[src/sv/lfu_hp_pkg.sv]
// Shared types and constants of the LFU heap replacement block.
// Used by the sequencer, the compare unit and the top level.
package lfu_hp_pkg;

  // Default sizes of the store
  localparam int unsigned CAPACITY_DEF   = 16;
  localparam int unsigned KEY_BITS_DEF   = 16;
  localparam int unsigned COUNT_BITS_DEF = 16;

  // Fixed widths of the ports
  localparam int unsigned IO_KEY_BITS = 16;
  localparam int unsigned IO_CNT_BITS = 16;
  localparam int unsigned CFG_BITS    = 5;

  localparam logic [CFG_BITS-1:0] CAP_RESET = 5'd16;

  // Sequencer states
  typedef enum logic [3:0] {
    ST_IDLE,
    ST_SEARCH,
    ST_EV_ROOT,
    ST_EV_LAST,
    ST_SD_LEFT,
    ST_SD_RIGHT,
    ST_SD_CMP,
    ST_APPEND,
    ST_SU_RD,
    ST_SU_CMP,
    ST_FINISH
  } seq_state_e;

  // Flags from the shared compare unit
  typedef struct packed {
    logic lt;   // operand count below stored count
    logic eq;   // search key equals stored key
  } cmp_res_t;

  // One finished result
  typedef struct packed {
    logic                   hit;
    logic                   evicted;
    logic [IO_KEY_BITS-1:0] evicted_key;
    logic [IO_CNT_BITS-1:0] use_count;
  } out_res_t;

endpackage

[src/sv/lfu_hp_ram.sv]
// Generic single-write, single-read RAM with registered read data.
// No dependencies.
module lfu_hp_ram #(
  parameter int unsigned WIDTH = 32,
  parameter int unsigned DEPTH = 16,
  localparam int unsigned AW   = (DEPTH > 1) ? $clog2(DEPTH) : 1
) (
  input  logic             clk_i,
  input  logic             we_i,
  input  logic [AW-1:0]    waddr_i,
  input  logic [WIDTH-1:0] wdata_i,
  input  logic             re_i,
  input  logic [AW-1:0]    raddr_i,
  output logic [WIDTH-1:0] rdata_o
);

  logic [WIDTH-1:0] mem_q [DEPTH];
  logic [WIDTH-1:0] rdata_q;

  // Write port
  always_ff @(posedge clk_i) begin
    if (we_i) begin
      mem_q[waddr_i] <= wdata_i;
    end
  end

  // Registered read, hold between reads
  always_ff @(posedge clk_i) begin
    if (re_i) begin
      rdata_q <= mem_q[raddr_i];
    end
  end

  assign rdata_o = rdata_q;

endmodule

[src/sv/lfu_hp_cmp.sv]
// Shared compare unit: count less-than, key equality, saturating increment.
// Depends on lfu_hp_pkg.
module lfu_hp_cmp #(
  parameter int unsigned KEY_BITS   = lfu_hp_pkg::KEY_BITS_DEF,
  parameter int unsigned COUNT_BITS = lfu_hp_pkg::COUNT_BITS_DEF
) (
  input  logic [COUNT_BITS-1:0] cnt_a_i,
  input  logic [COUNT_BITS-1:0] cnt_b_i,
  input  logic [KEY_BITS-1:0]   key_a_i,
  input  logic [KEY_BITS-1:0]   key_b_i,
  output lfu_hp_pkg::cmp_res_t  res_o,
  output logic [COUNT_BITS-1:0] inc_o
);
  import lfu_hp_pkg::*;

  assign res_o.lt = (cnt_a_i < cnt_b_i);
  assign res_o.eq = (key_a_i == key_b_i);

  // Stick at the top count
  assign inc_o = (&cnt_b_i) ? cnt_b_i : cnt_b_i + COUNT_BITS'(1);

endmodule

[src/sv/lfu_hp_seq.sv]
// Sequencer of the LFU heap: key search, eviction, sift down and sift up.
// Depends on lfu_hp_pkg; drives the slot RAM and the shared compare unit.
module lfu_hp_seq #(
  parameter int unsigned CAPACITY   = lfu_hp_pkg::CAPACITY_DEF,
  parameter int unsigned KEY_BITS   = lfu_hp_pkg::KEY_BITS_DEF,
  parameter int unsigned COUNT_BITS = lfu_hp_pkg::COUNT_BITS_DEF,
  localparam int unsigned FILL_W    = $clog2(CAPACITY + 1),
  localparam int unsigned AW        = (CAPACITY > 1) ? $clog2(CAPACITY) : 1,
  localparam int unsigned EW        = KEY_BITS + COUNT_BITS
) (
  input  logic                               clk_i,
  input  logic                               rst_ni,
  // input items
  input  logic                               in_valid_i,
  output logic                               in_stall_o,
  input  logic [lfu_hp_pkg::IO_KEY_BITS-1:0] block_key_i,
  // effective capacity and result hand-off
  input  logic [FILL_W-1:0]                  cap_i,
  input  logic                               out_free_i,
  output logic                               done_o,
  output lfu_hp_pkg::out_res_t               res_o,
  // slot RAM
  output logic                               ram_we_o,
  output logic [AW-1:0]                      ram_waddr_o,
  output logic [EW-1:0]                      ram_wdata_o,
  output logic                               ram_re_o,
  output logic [AW-1:0]                      ram_raddr_o,
  input  logic [EW-1:0]                      ram_rdata_i,
  // shared compare unit
  output logic [COUNT_BITS-1:0]              cnt_a_o,
  output logic [KEY_BITS-1:0]                key_a_o,
  input  lfu_hp_pkg::cmp_res_t               cmp_i,
  input  logic [COUNT_BITS-1:0]              inc_i
);
  import lfu_hp_pkg::*;

  seq_state_e state_q, state_d;

  logic [FILL_W-1:0]     node_q, node_d;
  logic [FILL_W-1:0]     fill_q, fill_d;
  logic [KEY_BITS-1:0]   key_q, key_d;
  logic [KEY_BITS-1:0]   mov_key_q, mov_key_d;
  logic [COUNT_BITS-1:0] mov_cnt_q, mov_cnt_d;
  logic [KEY_BITS-1:0]   cand_key_q, cand_key_d;
  logic [COUNT_BITS-1:0] cand_cnt_q, cand_cnt_d;
  logic                  cand_child_q, cand_child_d;
  logic                  ret_append_q, ret_append_d;
  logic                  cmp_vld_q, cmp_vld_d;
  out_res_t              res_q, res_d;

  logic [KEY_BITS-1:0]   rd_key;
  logic [COUNT_BITS-1:0] rd_cnt;
  logic [FILL_W:0]       lc;
  logic [FILL_W:0]       rc;
  logic [FILL_W:0]       fill_x;
  logic [FILL_W-1:0]     fill_m1;
  logic [FILL_W-1:0]     parent;
  logic [EW-1:0]         mov_entry;

  assign rd_key    = ram_rdata_i[EW-1:COUNT_BITS];
  assign rd_cnt    = ram_rdata_i[COUNT_BITS-1:0];
  assign lc        = {node_q, 1'b1};
  assign rc        = lc + (FILL_W + 1)'(1);
  assign fill_x    = (FILL_W + 1)'(fill_q);
  assign fill_m1   = fill_q - FILL_W'(1);
  assign parent    = (node_q - FILL_W'(1)) >> 1;
  assign mov_entry = {mov_key_q, mov_cnt_q};

  // Compare unit operands: candidate count only when checking the right child
  assign cnt_a_o = (state_q == ST_SD_CMP) ? cand_cnt_q : mov_cnt_q;
  assign key_a_o = key_q;

  // State and control registers
  always_ff @(posedge clk_i or negedge rst_ni) begin
    if (!rst_ni) begin
      state_q      <= ST_IDLE;
      fill_q       <= '0;
      cmp_vld_q    <= 1'b0;
      ret_append_q <= 1'b0;
      cand_child_q <= 1'b0;
    end else begin
      state_q      <= state_d;
      fill_q       <= fill_d;
      cmp_vld_q    <= cmp_vld_d;
      ret_append_q <= ret_append_d;
      cand_child_q <= cand_child_d;
    end
  end

  // Datapath registers
  always_ff @(posedge clk_i) begin
    node_q     <= node_d;
    key_q      <= key_d;
    mov_key_q  <= mov_key_d;
    mov_cnt_q  <= mov_cnt_d;
    cand_key_q <= cand_key_d;
    cand_cnt_q <= cand_cnt_d;
    res_q      <= res_d;
  end

  // Next state, RAM requests and register updates
  always_comb begin
    state_d      = state_q;
    node_d       = node_q;
    fill_d       = fill_q;
    key_d        = key_q;
    mov_key_d    = mov_key_q;
    mov_cnt_d    = mov_cnt_q;
    cand_key_d   = cand_key_q;
    cand_cnt_d   = cand_cnt_q;
    cand_child_d = cand_child_q;
    ret_append_d = ret_append_q;
    cmp_vld_d    = 1'b0;
    res_d        = res_q;
    ram_we_o     = 1'b0;
    ram_waddr_o  = node_q[AW-1:0];
    ram_wdata_o  = mov_entry;
    ram_re_o     = 1'b0;
    ram_raddr_o  = node_q[AW-1:0];
    done_o       = 1'b0;

    unique case (state_q)
      ST_IDLE: begin
        if (in_valid_i) begin
          key_d   = KEY_BITS'(block_key_i);
          node_d  = '0;
          res_d   = '0;
          state_d = ST_SEARCH;
        end
      end

      // Issue one slot read per cycle, compare the slot read in the previous cycle
      ST_SEARCH: begin
        if (cmp_vld_q && cmp_i.eq) begin
          mov_key_d           = key_q;
          mov_cnt_d           = inc_i;
          node_d              = node_q - FILL_W'(1);
          res_d.hit           = 1'b1;
          res_d.use_count     = IO_CNT_BITS'(inc_i);
          ret_append_d        = 1'b0;
          state_d             = ST_SD_LEFT;
        end else if (node_q == fill_q) begin
          res_d.use_count = IO_CNT_BITS'(1);
          if (fill_q >= cap_i && fill_q != '0) begin
            ram_re_o    = 1'b1;
            ram_raddr_o = '0;
            state_d     = ST_EV_ROOT;
          end else begin
            state_d = ST_APPEND;
          end
        end else begin
          ram_re_o  = 1'b1;
          node_d    = node_q + FILL_W'(1);
          cmp_vld_d = 1'b1;
        end
      end

      // Report the root, fetch the last slot
      ST_EV_ROOT: begin
        res_d.evicted     = 1'b1;
        res_d.evicted_key = IO_KEY_BITS'(rd_key);
        fill_d            = fill_m1;
        ram_re_o          = 1'b1;
        ram_raddr_o       = fill_m1[AW-1:0];
        state_d           = ST_EV_LAST;
      end

      ST_EV_LAST: begin
        mov_key_d    = rd_key;
        mov_cnt_d    = rd_cnt;
        node_d       = '0;
        ret_append_d = 1'b1;
        state_d      = ST_SD_LEFT;
      end

      // Sift down: fetch left child or drop the moving entry into the hole
      ST_SD_LEFT: begin
        if (lc >= fill_x) begin
          ram_we_o = 1'b1;
          state_d  = ret_append_q ? ST_APPEND : ST_FINISH;
        end else begin
          ram_re_o    = 1'b1;
          ram_raddr_o = lc[AW-1:0];
          state_d     = ST_SD_RIGHT;
        end
      end

      // Left child is in; a tie goes to the child
      ST_SD_RIGHT: begin
        cand_child_d = !cmp_i.lt;
        cand_key_d   = cmp_i.lt ? mov_key_q : rd_key;
        cand_cnt_d   = cmp_i.lt ? mov_cnt_q : rd_cnt;
        if (rc < fill_x) begin
          ram_re_o    = 1'b1;
          ram_raddr_o = rc[AW-1:0];
          state_d     = ST_SD_CMP;
        end else if (cmp_i.lt) begin
          ram_we_o = 1'b1;
          state_d  = ret_append_q ? ST_APPEND : ST_FINISH;
        end else begin
          ram_we_o    = 1'b1;
          ram_wdata_o = ram_rdata_i;
          node_d      = FILL_W'(lc);
          state_d     = ST_SD_LEFT;
        end
      end

      // Right child is in; a tie goes to the right child
      ST_SD_CMP: begin
        ram_we_o = 1'b1;
        if (cmp_i.lt && !cand_child_q) begin
          state_d = ret_append_q ? ST_APPEND : ST_FINISH;
        end else if (cmp_i.lt) begin
          ram_wdata_o = {cand_key_q, cand_cnt_q};
          node_d      = FILL_W'(lc);
          state_d     = ST_SD_LEFT;
        end else begin
          ram_wdata_o = ram_rdata_i;
          node_d      = FILL_W'(rc);
          state_d     = ST_SD_LEFT;
        end
      end

      // Place the new key at the end with count one
      ST_APPEND: begin
        mov_key_d = key_q;
        mov_cnt_d = COUNT_BITS'(1);
        node_d    = fill_q;
        fill_d    = fill_q + FILL_W'(1);
        state_d   = ST_SU_RD;
      end

      // Sift up: fetch parent or settle at the root
      ST_SU_RD: begin
        if (node_q == '0) begin
          ram_we_o = 1'b1;
          state_d  = ST_FINISH;
        end else begin
          ram_re_o    = 1'b1;
          ram_raddr_o = parent[AW-1:0];
          state_d     = ST_SU_CMP;
        end
      end

      // Move parent down only while its count is strictly greater
      ST_SU_CMP: begin
        ram_we_o = 1'b1;
        if (cmp_i.lt) begin
          ram_wdata_o = ram_rdata_i;
          node_d      = parent;
          state_d     = ST_SU_RD;
        end else begin
          state_d = ST_FINISH;
        end
      end

      // Hand the result over once the output register is free
      ST_FINISH: begin
        if (out_free_i) begin
          done_o  = 1'b1;
          state_d = ST_IDLE;
        end
      end

      default: begin
        state_d = ST_IDLE;
      end
    endcase
  end

  assign in_stall_o = (state_q != ST_IDLE);
  assign res_o      = res_q;

endmodule

[src/sv/lfu_heap_replacement_top.sv]
// Top level of the LFU heap replacement block: capacity register, output register.
// Depends on lfu_hp_pkg, lfu_hp_seq, lfu_hp_cmp and lfu_hp_ram.
//
//   channel | direction | handshake               | payload
//   --------+-----------+-------------------------+----------------------------------------
//   in      | in        | in_valid_i / in_stall_o | block_key_i
//   out     | out       | out_valid_o/ out_stall_i| hit_o, evicted_o, evicted_key_o, use_count_o
//   cfg     | in        | cfg_valid_i/ cfg_ready_o| cfg_data_i (active_capacity)
//
// One item at a time. Steps per item: accept, key search through the single RAM read port,
// evict when full, sift down level by level, append, sift up level by level, hand over.
// Reset clears the fill level, the sequencer and the output valid; slot contents are
// not cleared, only slots below the fill level are read. A stalled output holds its
// beat; the next item is taken meanwhile and waits at its end for the register.
module lfu_heap_replacement_top #(
  parameter int unsigned CAPACITY   = lfu_hp_pkg::CAPACITY_DEF,
  parameter int unsigned KEY_BITS   = lfu_hp_pkg::KEY_BITS_DEF,
  parameter int unsigned COUNT_BITS = lfu_hp_pkg::COUNT_BITS_DEF
) (
  input  logic                               clk_i,
  input  logic                               rst_ni,
  input  logic                               in_valid_i,
  output logic                               in_stall_o,
  input  logic [lfu_hp_pkg::IO_KEY_BITS-1:0] block_key_i,
  output logic                               out_valid_o,
  input  logic                               out_stall_i,
  output logic                               hit_o,
  output logic                               evicted_o,
  output logic [lfu_hp_pkg::IO_KEY_BITS-1:0] evicted_key_o,
  output logic [lfu_hp_pkg::IO_CNT_BITS-1:0] use_count_o,
  input  logic                               cfg_valid_i,
  output logic                               cfg_ready_o,
  input  logic [lfu_hp_pkg::CFG_BITS-1:0]    cfg_data_i
);
  import lfu_hp_pkg::*;

  localparam int unsigned FILL_W = $clog2(CAPACITY + 1);
  localparam int unsigned AW     = (CAPACITY > 1) ? $clog2(CAPACITY) : 1;
  localparam int unsigned EW     = KEY_BITS + COUNT_BITS;
  localparam int unsigned CW     = (FILL_W > CFG_BITS) ? FILL_W : CFG_BITS;

  logic [CFG_BITS-1:0]   cap_q;
  logic [CW-1:0]         cap_w;
  logic [FILL_W-1:0]     cap_eff;
  logic                  out_valid_q;
  out_res_t              out_q;
  out_res_t              res;
  logic                  done;
  logic                  out_free;
  logic                  ram_we;
  logic [AW-1:0]         ram_waddr;
  logic [EW-1:0]         ram_wdata;
  logic                  ram_re;
  logic [AW-1:0]         ram_raddr;
  logic [EW-1:0]         ram_rdata;
  logic [COUNT_BITS-1:0] cnt_a;
  logic [KEY_BITS-1:0]   key_a;
  cmp_res_t              cmp_res;
  logic [COUNT_BITS-1:0] inc;

  // Capacity register, always writable
  assign cfg_ready_o = 1'b1;

  always_ff @(posedge clk_i or negedge rst_ni) begin
    if (!rst_ni) begin
      cap_q <= CAP_RESET;
    end else if (cfg_valid_i && cfg_ready_o) begin
      cap_q <= cfg_data_i;
    end
  end

  // Clamp capacity to one .. CAPACITY
  assign cap_w = CW'(cap_q);

  always_comb begin
    if (cap_w == '0) begin
      cap_eff = FILL_W'(1);
    end else if (cap_w > CW'(CAPACITY)) begin
      cap_eff = FILL_W'(CAPACITY);
    end else begin
      cap_eff = FILL_W'(cap_w);
    end
  end

  // Output register
  assign out_free = !out_valid_q || !out_stall_i;

  always_ff @(posedge clk_i or negedge rst_ni) begin
    if (!rst_ni) begin
      out_valid_q <= 1'b0;
    end else if (done) begin
      out_valid_q <= 1'b1;
    end else if (!out_stall_i) begin
      out_valid_q <= 1'b0;
    end
  end

  always_ff @(posedge clk_i) begin
    if (done) begin
      out_q <= res;
    end
  end

  assign out_valid_o   = out_valid_q;
  assign hit_o         = out_q.hit;
  assign evicted_o     = out_q.evicted;
  assign evicted_key_o = out_q.evicted_key;
  assign use_count_o   = out_q.use_count;

  lfu_hp_seq #(
    .CAPACITY   (CAPACITY),
    .KEY_BITS   (KEY_BITS),
    .COUNT_BITS (COUNT_BITS)
  ) u_seq (
    .clk_i       (clk_i),
    .rst_ni      (rst_ni),
    .in_valid_i  (in_valid_i),
    .in_stall_o  (in_stall_o),
    .block_key_i (block_key_i),
    .cap_i       (cap_eff),
    .out_free_i  (out_free),
    .done_o      (done),
    .res_o       (res),
    .ram_we_o    (ram_we),
    .ram_waddr_o (ram_waddr),
    .ram_wdata_o (ram_wdata),
    .ram_re_o    (ram_re),
    .ram_raddr_o (ram_raddr),
    .ram_rdata_i (ram_rdata),
    .cnt_a_o     (cnt_a),
    .key_a_o     (key_a),
    .cmp_i       (cmp_res),
    .inc_i       (inc)
  );

  lfu_hp_cmp #(
    .KEY_BITS   (KEY_BITS),
    .COUNT_BITS (COUNT_BITS)
  ) u_cmp (
    .cnt_a_i (cnt_a),
    .cnt_b_i (ram_rdata[COUNT_BITS-1:0]),
    .key_a_i (key_a),
    .key_b_i (ram_rdata[EW-1:COUNT_BITS]),
    .res_o   (cmp_res),
    .inc_o   (inc)
  );

  lfu_hp_ram #(
    .WIDTH (EW),
    .DEPTH (CAPACITY)
  ) u_slots (
    .clk_i   (clk_i),
    .we_i    (ram_we),
    .waddr_i (ram_waddr),
    .wdata_i (ram_wdata),
    .re_i    (ram_re),
    .raddr_i (ram_raddr),
    .rdata_o (ram_rdata)
  );

endmodule

[config.mk]
export PLATFORM = sky130hd
export DESIGN_NAME = lfu_heap_replacement_top
export DESIGN_NICKNAME = d
export VERILOG_FILES = /design/src/sv/lfu_hp_pkg.sv /design/src/sv/lfu_hp_ram.sv /design/src/sv/lfu_hp_cmp.sv /design/src/sv/lfu_hp_seq.sv /design/src/sv/lfu_heap_replacement_top.sv
export SDC_FILE = /design/constraint.sdc
export NUM_CORES = 1
export LEC_CHECK = 0
export BUFFER_PORTS_ARGS = -buffer_cell sky130_fd_sc_hd__buf_4
export CAP_MARGIN = 10
export CORE_MARGIN = 2
export CORE_UTILIZATION = 55
export DETAILED_ROUTE_END_ITERATION = 6
export PLACE_DENSITY_LB_ADDON = 0.1
export SYNTH_ARGS = -nofsm -noshare
export SYNTH_HDL_FRONTEND = slang
export SYNTH_SLANG_ARGS = --single-unit
[constraint.sdc]
create_clock -name clk_i -period 15.37 [get_ports clk_i]
set_input_delay 0.7685 -clock clk_i [delete_from_list [all_inputs] [get_ports clk_i]]
set_output_delay 0.7685 -clock clk_i [all_outputs]
set_load 0.01 [all_outputs]
Word-level counts from Yosys, hierarchy flattened
Memory sizes are Yosys's and may differ from the RTL's. A register that Yosys moved wholly into a read port is not among the register bits.
Cells that the tools add are included.

word-level totals
  register bits = 171
  bits in writable memories = 512
  output and inout bits = 37
  word-level logic and storage cells = 159
  memories = 1

memories
  memory         words  bits a word  rd ports  clocked after memory_dff  wr ports  RTL line          RTL
  u_slots.mem_q  16     32           1         1                         1         lfu_hp_ram.sv:17  logic [WIDTH-1:0] mem_q [DEPTH];

cells by class
  $add $sub $neg = 6
  $lt $le $gt $ge = 5
  equal/unequal tests = 22
  muxes and demuxes = 75
  reduce and logical (&&, ||, !) cells = 29

operators with widths
  kind                   number
  $mux 32                5
  $mux 16                8
  $pmux 16 s3            2
  $pmux 32 s3            1
  $mux 4                 15
  $mux 5                 10
  $pmux 4 s11            1
  $pmux 5 s7             1
  $mux 34                1
  $pmux 17 s2            1
  $pmux 16 s2            1
  $mux 1                 20
  $pmux 4 s5             1
  $add 16x1->16 const B  1
  $eq 16x16->1           1
  $eq 4x3->1 const B     4
  $lt 16x16->1           1
  $reduce_and 16->1      1
  $eq 4x4->1 const B     3
  $add 5x1->5 const B    2
  $logic_not 5->1        2
  $ne 2x2->1 const B     5
  $pmux 5 s2             1
  $sub 5x1->5 const B    2
  29 further kinds       47

Depth between registers and ports, before layout
Gate-level depths: netlist of the first run.

  depth after elaboration = 9
  mapped depth = 18

Cells and area by module
A second synthesis of the first run with hierarchy kept.

unflattened totals
  cells, all modules = 1798
  area, all modules = 30379.1 µm²

modules (own cells, without submodules)
  module                    instances  cells an instance  area an instance (µm²)  seq. area each (µm²)
  lfu_hp_ram                1          838                20155.6                 16335.7
  lfu_hp_seq                1          775                8011.4                  3873.7
  lfu_heap_replacement_top  1          57                 1285.0                  1172.4
  lfu_hp_cmp                1          128                927.1                   0.0

Least setup slack after synthesis of the first run
OpenSTA, ideal clock, no wires.

  path kind = reg2reg
  start point = register u_seq.node_q[0]
  end point = memory u_slots.mem_q[3][0] (enable)
  setup time = 461 ps
  data arrival time = 4417 ps
  path slack = 10492 ps
  stages on the path, launching flop included = 12
  buffers on the path = 1
  period minus slack after synthesis = 4878 ps
  path through = edfxtp_1 clkbuf_1 inv_1 ha_1 ha_1 o2111a_1 nor3_2 nor2_1 nor2_1 nand3_1 nand2_1 nor3_1

on the way
  word-level cells in the longest chain between the ends = 6
  elaborated cells between the ends (all ways) = 10
  those cells by class = add/sub: 1; order compare: 2; mux: 6; reduce/logical: 1

RTL lines
  item                          RTL line           RTL
  start: declaration            lfu_hp_seq.sv:39   logic [FILL_W-1:0] node_q, node_d;
  start signal: assignment      lfu_hp_seq.sv:92   node_q <= node_d;
  $add 6x1->6                   lfu_hp_seq.sv:63   assign rc = lc + (FILL_W + 1)'(1);
  $lt 6x5->1                    lfu_hp_seq.sv:193  if (rc < fill_x) begin
  $mux 1                        lfu_hp_seq.sv:193
  $pmux 1 s4                    lfu_hp_seq.sv:122  unique case (state_q)
  $mux 1                        lfu_hp_ram.sv:22   if (we_i) begin
  $mux 1 (not written as such)  lfu_hp_ram.sv:23   mem_q[waddr_i] <= wdata_i;
  end: declaration              lfu_hp_ram.sv:17

Parallel ways exist; a longest one is shown, timed or not.

Final worst setup path of the first run
  start point = register u_seq.state_q[1]
  end point = memory u_slots.mem_q[12][1] (data pin)

on the way
  word-level cells in the longest chain between the ends = 6
  elaborated cells between the ends (all ways) = 12
  those cells by class = order compare: 1; eq/ne: 3; mux: 7; reduce/logical: 1

RTL lines
  item                             RTL line                              RTL
  start: declaration               lfu_hp_seq.sv:37                      seq_state_e state_q, state_d;
  start signal: assignment         lfu_hp_seq.sv:82                      state_q <= state_d;
  $eq 4x3->1                       lfu_hp_seq.sv:70, lfu_hp_seq.sv:122
  $mux 16                          lfu_hp_seq.sv:70                      assign cnt_a_o = (state_q == ST_SD_CMP) ? cand_cnt_q : mov_cnt_q;
  $lt 16x16->1                     lfu_hp_cmp.sv:16                      assign res_o.lt = (cnt_a_i < cnt_b_i);
  $mux 32 (tied with other cells)  lfu_hp_seq.sv:213                     end else if (cmp_i.lt) begin
  $mux 32 (on tied branches)       lfu_hp_seq.sv:211, lfu_hp_seq.sv:193
  $pmux 32 s3 (*)                  lfu_hp_seq.sv:122
  via ram_wdata[1]                 lfu_heap_replacement_top.sv:52        logic [EW-1:0] ram_wdata;

Mark *: on every way through the listed nets, which the timed path passes. The rest lies on a longest branch.

==> results of run 1 <==
layout by cell type, fill, tap and decap left out, types with 14 or more instances in the layout:
cell         n
a21oi_1     28
nand2_1     82
a221o_1     98
mux2_2      69
clkbuf_16   76
inv_1       64
xnor2_1     35
o21ai_1     30
edfxtp_1   697
o221ai_1    98
nor3_1      16
clkinv_2    14
and3_1      23
mux2i_1    103
and4_1      32
nor2_1      55
buf_4      108
a22oi_1     35
nor2_4      15
clkinv_1    15
nand3_1     18
dfrtp_1     17
o21ai_0     69
a221oi_1   194
ha_1        37
clkbuf_1    15
metal layers:
layer | part of all wire (%) | GRT usage, %
met5 | 0 | 0
met4 | 2.9 | 10.29
met2 | 48 | 47.39
met3 | 9.3 | 4.587
met1 | 40 | 40.80
per-stage QoR:
| step | area (sq um) | util [%] | hold WS (ps) | instances |
|---|---|---|---|---|
| final | 35160 | 61.29 | 34.54 | 2958 |
| after global routing | 35160 | 61.29 | 48.94 | 2958 |
| after CTS | 35150 | 61.27 | 20.75 | 2957 |
| after detailed placement | 32900 | 57.35 | 404.5 | 2825 |
| after global placement | 32900 | 57.35 | 400.8 | 2825 |
| after floorplan | 31760 | - | 400.3 | 2131 |
how the worst min path moves through the flow:
| stage | end | slack (ps) |
|---|---|---|
| floorplan | evicted_key_o[0]$_DFFE_PP_ | 400 |
| global placement | evicted_key_o[11]$_DFFE_PP_ | 400 |
| detailed placement | use_count_o[6]$_DFFE_PP_ | 400 |
| CTS | u_seq.ret_append_q$_DFFE_PN0P_ | 20 |
| global route | u_seq.state_q[3]$_DFFE_PN0P_ | 50 |
| finish | u_seq.ret_append_q$_DFFE_PN0P_ | 30 |
cell families (layout without fill, tap and decap cells):
family / count (synthesis) / in the layout / share of synthesized area, %
AO/OA/AOI/OAI: 604 / 604 / 15.48
buffers and inverters: 245 / 307 / 3.546
AND/OR/NAND/NOR: 310 / 310 / 5.177
XOR/XNOR: 45 / 45 / 1.241
other: 1 / 1 / 0.01181
adder cells (fa/ha/maj): 37 / 37 / 1.458
flip-flops: 715 / 715 / 67.32
multiplexers: 174 / 174 / 5.760
cell type report:
cell class | instances | area [sq um] | area share (%)
inverter | 66 | 247.7 | 0.7047
clock inverter | 38 | 252.7 | 0.7189
multi-input combinational | 1171 | 9488 | 26.99
clock buffer | 94 | 1999 | 5.687
timing repair buffer | 109 | 830.8 | 2.363
tap | 765 | 957.2 | 2.723
sequential | 715 | 21380 | 60.82
==> metrics.md, run 1 <==
| Metric | Value |
|---|---|
| DRT Pass-1 Iters | `7` |
| Slew at the pin closest to its max-slew limit | `1119 ps` |
| Chip width | `244.3 um` |
| DR vias/cell | `6.990` |
| Via count | `20,680` |
| I/O Pins | `63` |
| Setup bufs post-CTS | `0` |
| Std-Cell Rows | `88` |
| Num CTS Buffers | `74` |
| Initial DRC Count | `2,607` |
| WP depth | `16` |
| Family with the most delay on the worst path | `compound AO/OA/AOI/OAI gates` |
| Most used DFF post-synth | `edfxtp_1` |
| Failing checks | `design-rule violations` |
| Syn avg cell area | `14.90 sq um` |
| # H-tree levels | `3` |
| Synthesis-to-finish area growth | `10.70%` |
| Cells along the critical path | `nor4bb_4 > buf_4 > nand2_1 > o21ai_0 > ha_1 > a21o_1 > a21o_1 > a211o_1 > o211ai_1 > a21oi_1 > a211oi_4 > buf_4 > nand3_1 > o221a_2 > buf_4 > o21ai_1` |
| Sequential area share after synthesis | `67.32%` |
| First-pass GRT wire length | `129.1 mm` |
| Fin crit share | `38.64%` |
| Max Clk Rate | `0.1684 GHz` |
| Hold_buf cts | `0` |
| Final Max Slew Viols | `0` |
| Worst-path clk slew | `70 ps` |
| Setup_tns | `0 ps` |
| Most numerous cell in the Yosys netlist | `edfxtp_1` |
| Die Height | `244.3 um` |
| IO Port Bufs | `61` |
| Grt total ovfl | `0` |
| Post-synth EDFFs | `697` |
| WP data arrival | `6220 ps` |
| Diodes inserted | `0` |
| Share of synthesized flip-flops with an asynchronous set or reset | `2.517%` |
| Top cells by count, synth | `edfxtp_1, a221oi_1, mux2i_1` |
| Worst-case headroom to the max-slew limit | `25.39%` |
| Post_cts resized | `0` |
| Area contributors post-synth | `edfxtp_1, a221oi_1, mux2i_1` |
| Worst Hold Class | `in2async` |
| CP Max Fanout | `49` |
| Crit path from | `u_seq.state_q[1]$_DFFE_PN0P_` |
| Initial antenna violation count | `0` |
| # setup viols final | `0` |
| Worst reg2reg startpoint | `u_seq.state_q[1]$_DFFE_PN0P_` |
| Startpoint Class | `flip-flop` |
| CTS tree | `built` |
| Max FFs per register | `512` |
| R2R Path End | `u_slots.mem_q[12][1]$_DFFE_PP_` |
| Critical path required time | `15,650 ps` |
| Critical-path top delay cell | `o21ai_1` |
| Cell area after synthesis | `31,760 sq um` |
| Filler cells | `4,225` |
| Worst skew pair latency | `630 ps` |
| Post-synthesis cell count | `2,131` |
| # clock sinks | `715` |
| Final min period | `5939 ps` |
| R2R setup slack | `9430 ps` |
| Final WL | `88.46 mm` |
| Routability Congestion | `0.8844` |
| Number of max-cap violations | `0` |
| FF-to-FF path depth | `16` |
| Final WS setup | `9431 ps` |
| Number of global-route vias before repair | `20,020` |
| Largest net degree at the start of global routing | `169` |
| Routed length per instance | `29.90 um` |
| CTS Buffer Depth | `3` |
| Nets@finish | `2,200` |
| Detail Placement HPWL | `45.76 mm` |
| Core box area | `57,370 sq um` |
| WS Path Type | `reg2reg` |
| GRT Util Overall | `29.34%` |
| Status | `complete, but fails checks` |
| Final ANT Viol Nets | `0` |
| CP dominant cell by count | `buf_4` |
| Initial Util | `55.36%` |
| Yosys warning count | `0` |
| Yosys top cell by area | `edfxtp_1` |
| Yosys top cell area share | `65.90%` |
| Root Buffer | `clkbuf_16` |
| CP endpoint | `u_slots.mem_q[12][1]$_DFFE_PP_` |
| Seq cells post-synth | `715` |
| Hold Violations, Final | `0` |
| Crit end category | `flip-flop` |
| Most flop-heavy register | `u_slots.mem_q` |
| Skew final | `21.50 ps` |
| Dpl ws | `9529 ps` |
| Syn Nets | `2,194` |
| CP Buf/Inv Count | `3` |
| Remaining DRCs | `2` |
| RSZ-0062 raised after global routing | `false` |
| Post-synth cell types | `77` |
| Ratio of cells with drive above 1 in the final layout | `15.28%` |
| Die area | `59,680 sq um` |
| Max stage delay on crit path | `840 ps` |
Power of run 1 is left out: the tool's default activity adds up to more than one toggle a clock period on the data nets, which glitch-free logic cannot reach.
==> run 2, diff against run 1 <==
--- a/config.mk
+++ b/config.mk
@@ -5,6 +5,7 @@
 export SDC_FILE = /design/constraint.sdc
 export NUM_CORES = 1
 export LEC_CHECK = 0
+export ABC_AREA = 1
 export BUFFER_PORTS_ARGS = -buffer_cell sky130_fd_sc_hd__buf_4
 export CAP_MARGIN = 10
 export CORE_MARGIN = 2
==> constraint.sdc (replaced) <==
create_clock -name clk_i -period 5.4 [get_ports clk_i]
set_input_delay 0.27 -clock clk_i [delete_from_list [all_inputs] [get_ports clk_i]]
set_output_delay 0.27 -clock clk_i [all_outputs]
set_load 0.01 [all_outputs]
==> run 2 against run 1 <==
Effect of this change: the flow now finishes without violations; register-to-register slack lost 8700 ps; clock skew grew 7.5 ps; cell count grew 33%; worst hold slack gained 21 ps; die area grew 1.3%; wire length grew 4.6%; fmax grew 27%; via count grew 15%; global-route usage grew 1.5 points; largest cell class unchanged; highest routed layer unchanged.
==> metrics.md, run 2 <==
| Metric | Value |
|---|---|
| Final WL | `92.57 mm` |
| Worst-path clk slew | `60 ps` |
| Core box area | `57,810 sq um` |
| Final ANT Viol Nets | `0` |
| Final min period | `4662 ps` |
| Most flop-heavy register | `u_slots.mem_q` |
| Number of global-route vias before repair | `22,970` |
| Crit end category | `flip-flop` |
| CP Max Fanout | `35` |
| Die Height | `245.9 um` |
| WS Path Type | `reg2reg` |
| Seq cells post-synth | `715` |
| Area contributors post-synth | `edfxtp_1, nand3_1, nand2_1` |
| Syn Nets | `3,100` |
| # setup viols final | `0` |
| Most frequent cells in the layout | `nand2_1, nand3_1, edfxtp_1` |
| Root Buffer | `clkbuf_16` |
| Yosys warning count | `0` |
| Slew at the pin closest to its max-slew limit | `1081 ps` |
| Syn avg cell area | `10.59 sq um` |
| Fin crit share | `86.34%` |
| CTS Buffer Depth | `3` |
| I/O Pins | `63` |
| Setup bufs post-CTS | `0` |
| Synthesis-to-finish area growth | `13.00%` |
| Worst Hold Class | `in2async` |
| Max FFs per register | `512` |
| Yosys top cell area share | `65.05%` |
| Largest net degree at the start of global routing | `127` |
| Skew final | `29.02 ps` |
| GRT Util Overall | `30.89%` |
| Sequential area share after synthesis | `66.46%` |
| Hold_buf cts | `30` |
| Diodes inserted | `0` |
| Ratio of cells with drive above 1 in the final layout | `9.592%` |
| Status | `completed` |
| Post_cts resized | `0` |
| Critical path required time | `5570 ps` |
| Initial antenna violation count | `0` |
| Initial Util | `55.66%` |
| Nets@finish | `3,169` |
| Worst reg2reg startpoint | `u_seq.state_q[0]$_DFFE_PN0P_` |
| Commonest non-fill, non-tap cell in the layout | `nand2_1` |
| Routed length per instance | `23.59 um` |
| # clock sinks | `715` |
| Cell area after synthesis | `32,170 sq um` |
| IO Port Bufs | `61` |
| Remaining DRCs | `0` |
| First-pass GRT wire length | `139.5 mm` |
| DR vias/cell | `6.078` |
| R2R Path End | `u_slots.mem_q[2][25]$_DFFE_PP_` |
| Post-synth EDFFs | `697` |
| RSZ-0062 raised after global routing | `false` |
| Routability Congestion | `1.004` |
| Share of synthesized flip-flops with an asynchronous set or reset | `2.517%` |
| Most numerous cell in the Yosys netlist | `nand2_1` |
| Post-synth cell types | `45` |
| R2R setup slack | `740 ps` |
| Std-Cell Rows | `88` |
| Worst skew pair latency | `640 ps` |
| Worst-case headroom to the max-slew limit | `27.55%` |
| Max Clk Rate | `0.2145 GHz` |
| Via count | `23,850` |
| Num CTS Buffers | `76` |
| Startpoint Class | `flip-flop` |
| Yosys top cell by area | `edfxtp_1` |
| Initial DRC Count | `3,038` |
| CTS tree | `built` |
| Hold Violations, Final | `0` |
| DRT Pass-1 Iters | `7` |
| # H-tree levels | `3` |
| Number of max-cap violations | `0` |
| Final WS setup | `737.9 ps` |
| Grt total ovfl | `0` |
| Post-synthesis cell count | `3,037` |
| Die area | `60,450 sq um` |
| Dpl ws | `895.2 ps` |
| Final Max Slew Viols | `0` |
| Detail Placement HPWL | `54.15 mm` |
| Most used DFF post-synth | `edfxtp_1` |
| Top cells by count, synth | `nand2_1, nand3_1, edfxtp_1` |
| Chip width | `245.9 um` |
| Min Hold Slack | `55.60 ps` |
| Setup_tns | `0 ps` |
| WP data arrival | `4830 ps` |
| FF-to-FF path depth | `15` |
-- run 2: worst max path at each step --
stage                                             from  slack, ps  cells past startpoint                              to
after floorplan           u_seq.state_q[0]$_DFFE_PN0P_       1910                     18  u_slots.mem_q[0][15]$_DFFE_PP_
after global placement    u_seq.state_q[0]$_DFFE_PN0P_        810                     18  u_slots.mem_q[2][25]$_DFFE_PP_
after detailed placement  u_seq.state_q[0]$_DFFE_PN0P_        900                     17  u_slots.mem_q[5][25]$_DFFE_PP_
after CTS                 u_seq.state_q[0]$_DFFE_PN0P_        850                     17  u_slots.mem_q[5][25]$_DFFE_PP_
after global routing      u_seq.state_q[0]$_DFFE_PN0P_        520                     16  u_slots.mem_q[3][25]$_DFFE_PP_
final                     u_seq.state_q[0]$_DFFE_PN0P_        740                     15  u_slots.mem_q[2][25]$_DFFE_PP_
-- run 2: area by class of cell --
| cell class | instances | area, sq um |
|---|---|---|
| Fill cell | 4579 | 21450 |
| Clock buffer | 85 | 1936 |
| Multi-Input combinational cell | 1947 | 9320 |
| Sequential cell | 715 | 21380 |
| Clock inverter | 46 | 446.7 |
| Inverter | 194 | 735.7 |
| Tap cell | 765 | 957.2 |
| Timing Repair Buffer | 172 | 1579 |
-- run 2: stage by stage --
stage	cells	cell area (sq um)	util, %
2_1_floorplan	3037	32170	-
3_3_place_gp	3763	33670	58.25
3_5_place_dp	3763	33670	58.25
4_1_cts	3924	36360	62.89
5_1_grt	3924	36360	62.89
6_report	3924	36360	62.89
-- run 2: cell families after synthesis --
group                      share of synthesized area, %
muxes                                            0.1361
xor gates and xnor gates                         0.6533
other                                           0.01166
AOI/OAI and AO/OA                                 3.430
adders and majority gates                         1.439
buffers and inverters                             4.787
DFF                                               66.46
and+or+nand+nor                                   23.08
-- run 2: critical path, cell delays in order (launching register included) --
cell,delay (ps)
dfrtp_1,450
inv_2,150
nand2_1,100
nor2_2,120
buf_4,360
o21ai_0,210
ha_1,340
a21oi_1,130
nor2_1,50
a2111oi_0,590
nand2_2,170
nand2_1,120
nand3_1,460
buf_12,380
nand2_1,70
nand3_1,460
-- run 2: per-layer routing --
layer / GRT usage, % / up-vias / wire length (um) / share of wire (%)
li1: - / 10830 / - / -
met1: 43.08 / 11510 / 37450 / 40
met2: 48.27 / 1314 / 42840 / 46
met3: 5.369 / 204 / 8774 / 9.5
met4: 12.78 / 0 / 3503 / 3.8
met5: 0 / - / 0 / 0
Power of run 2 is left out for the same reason.
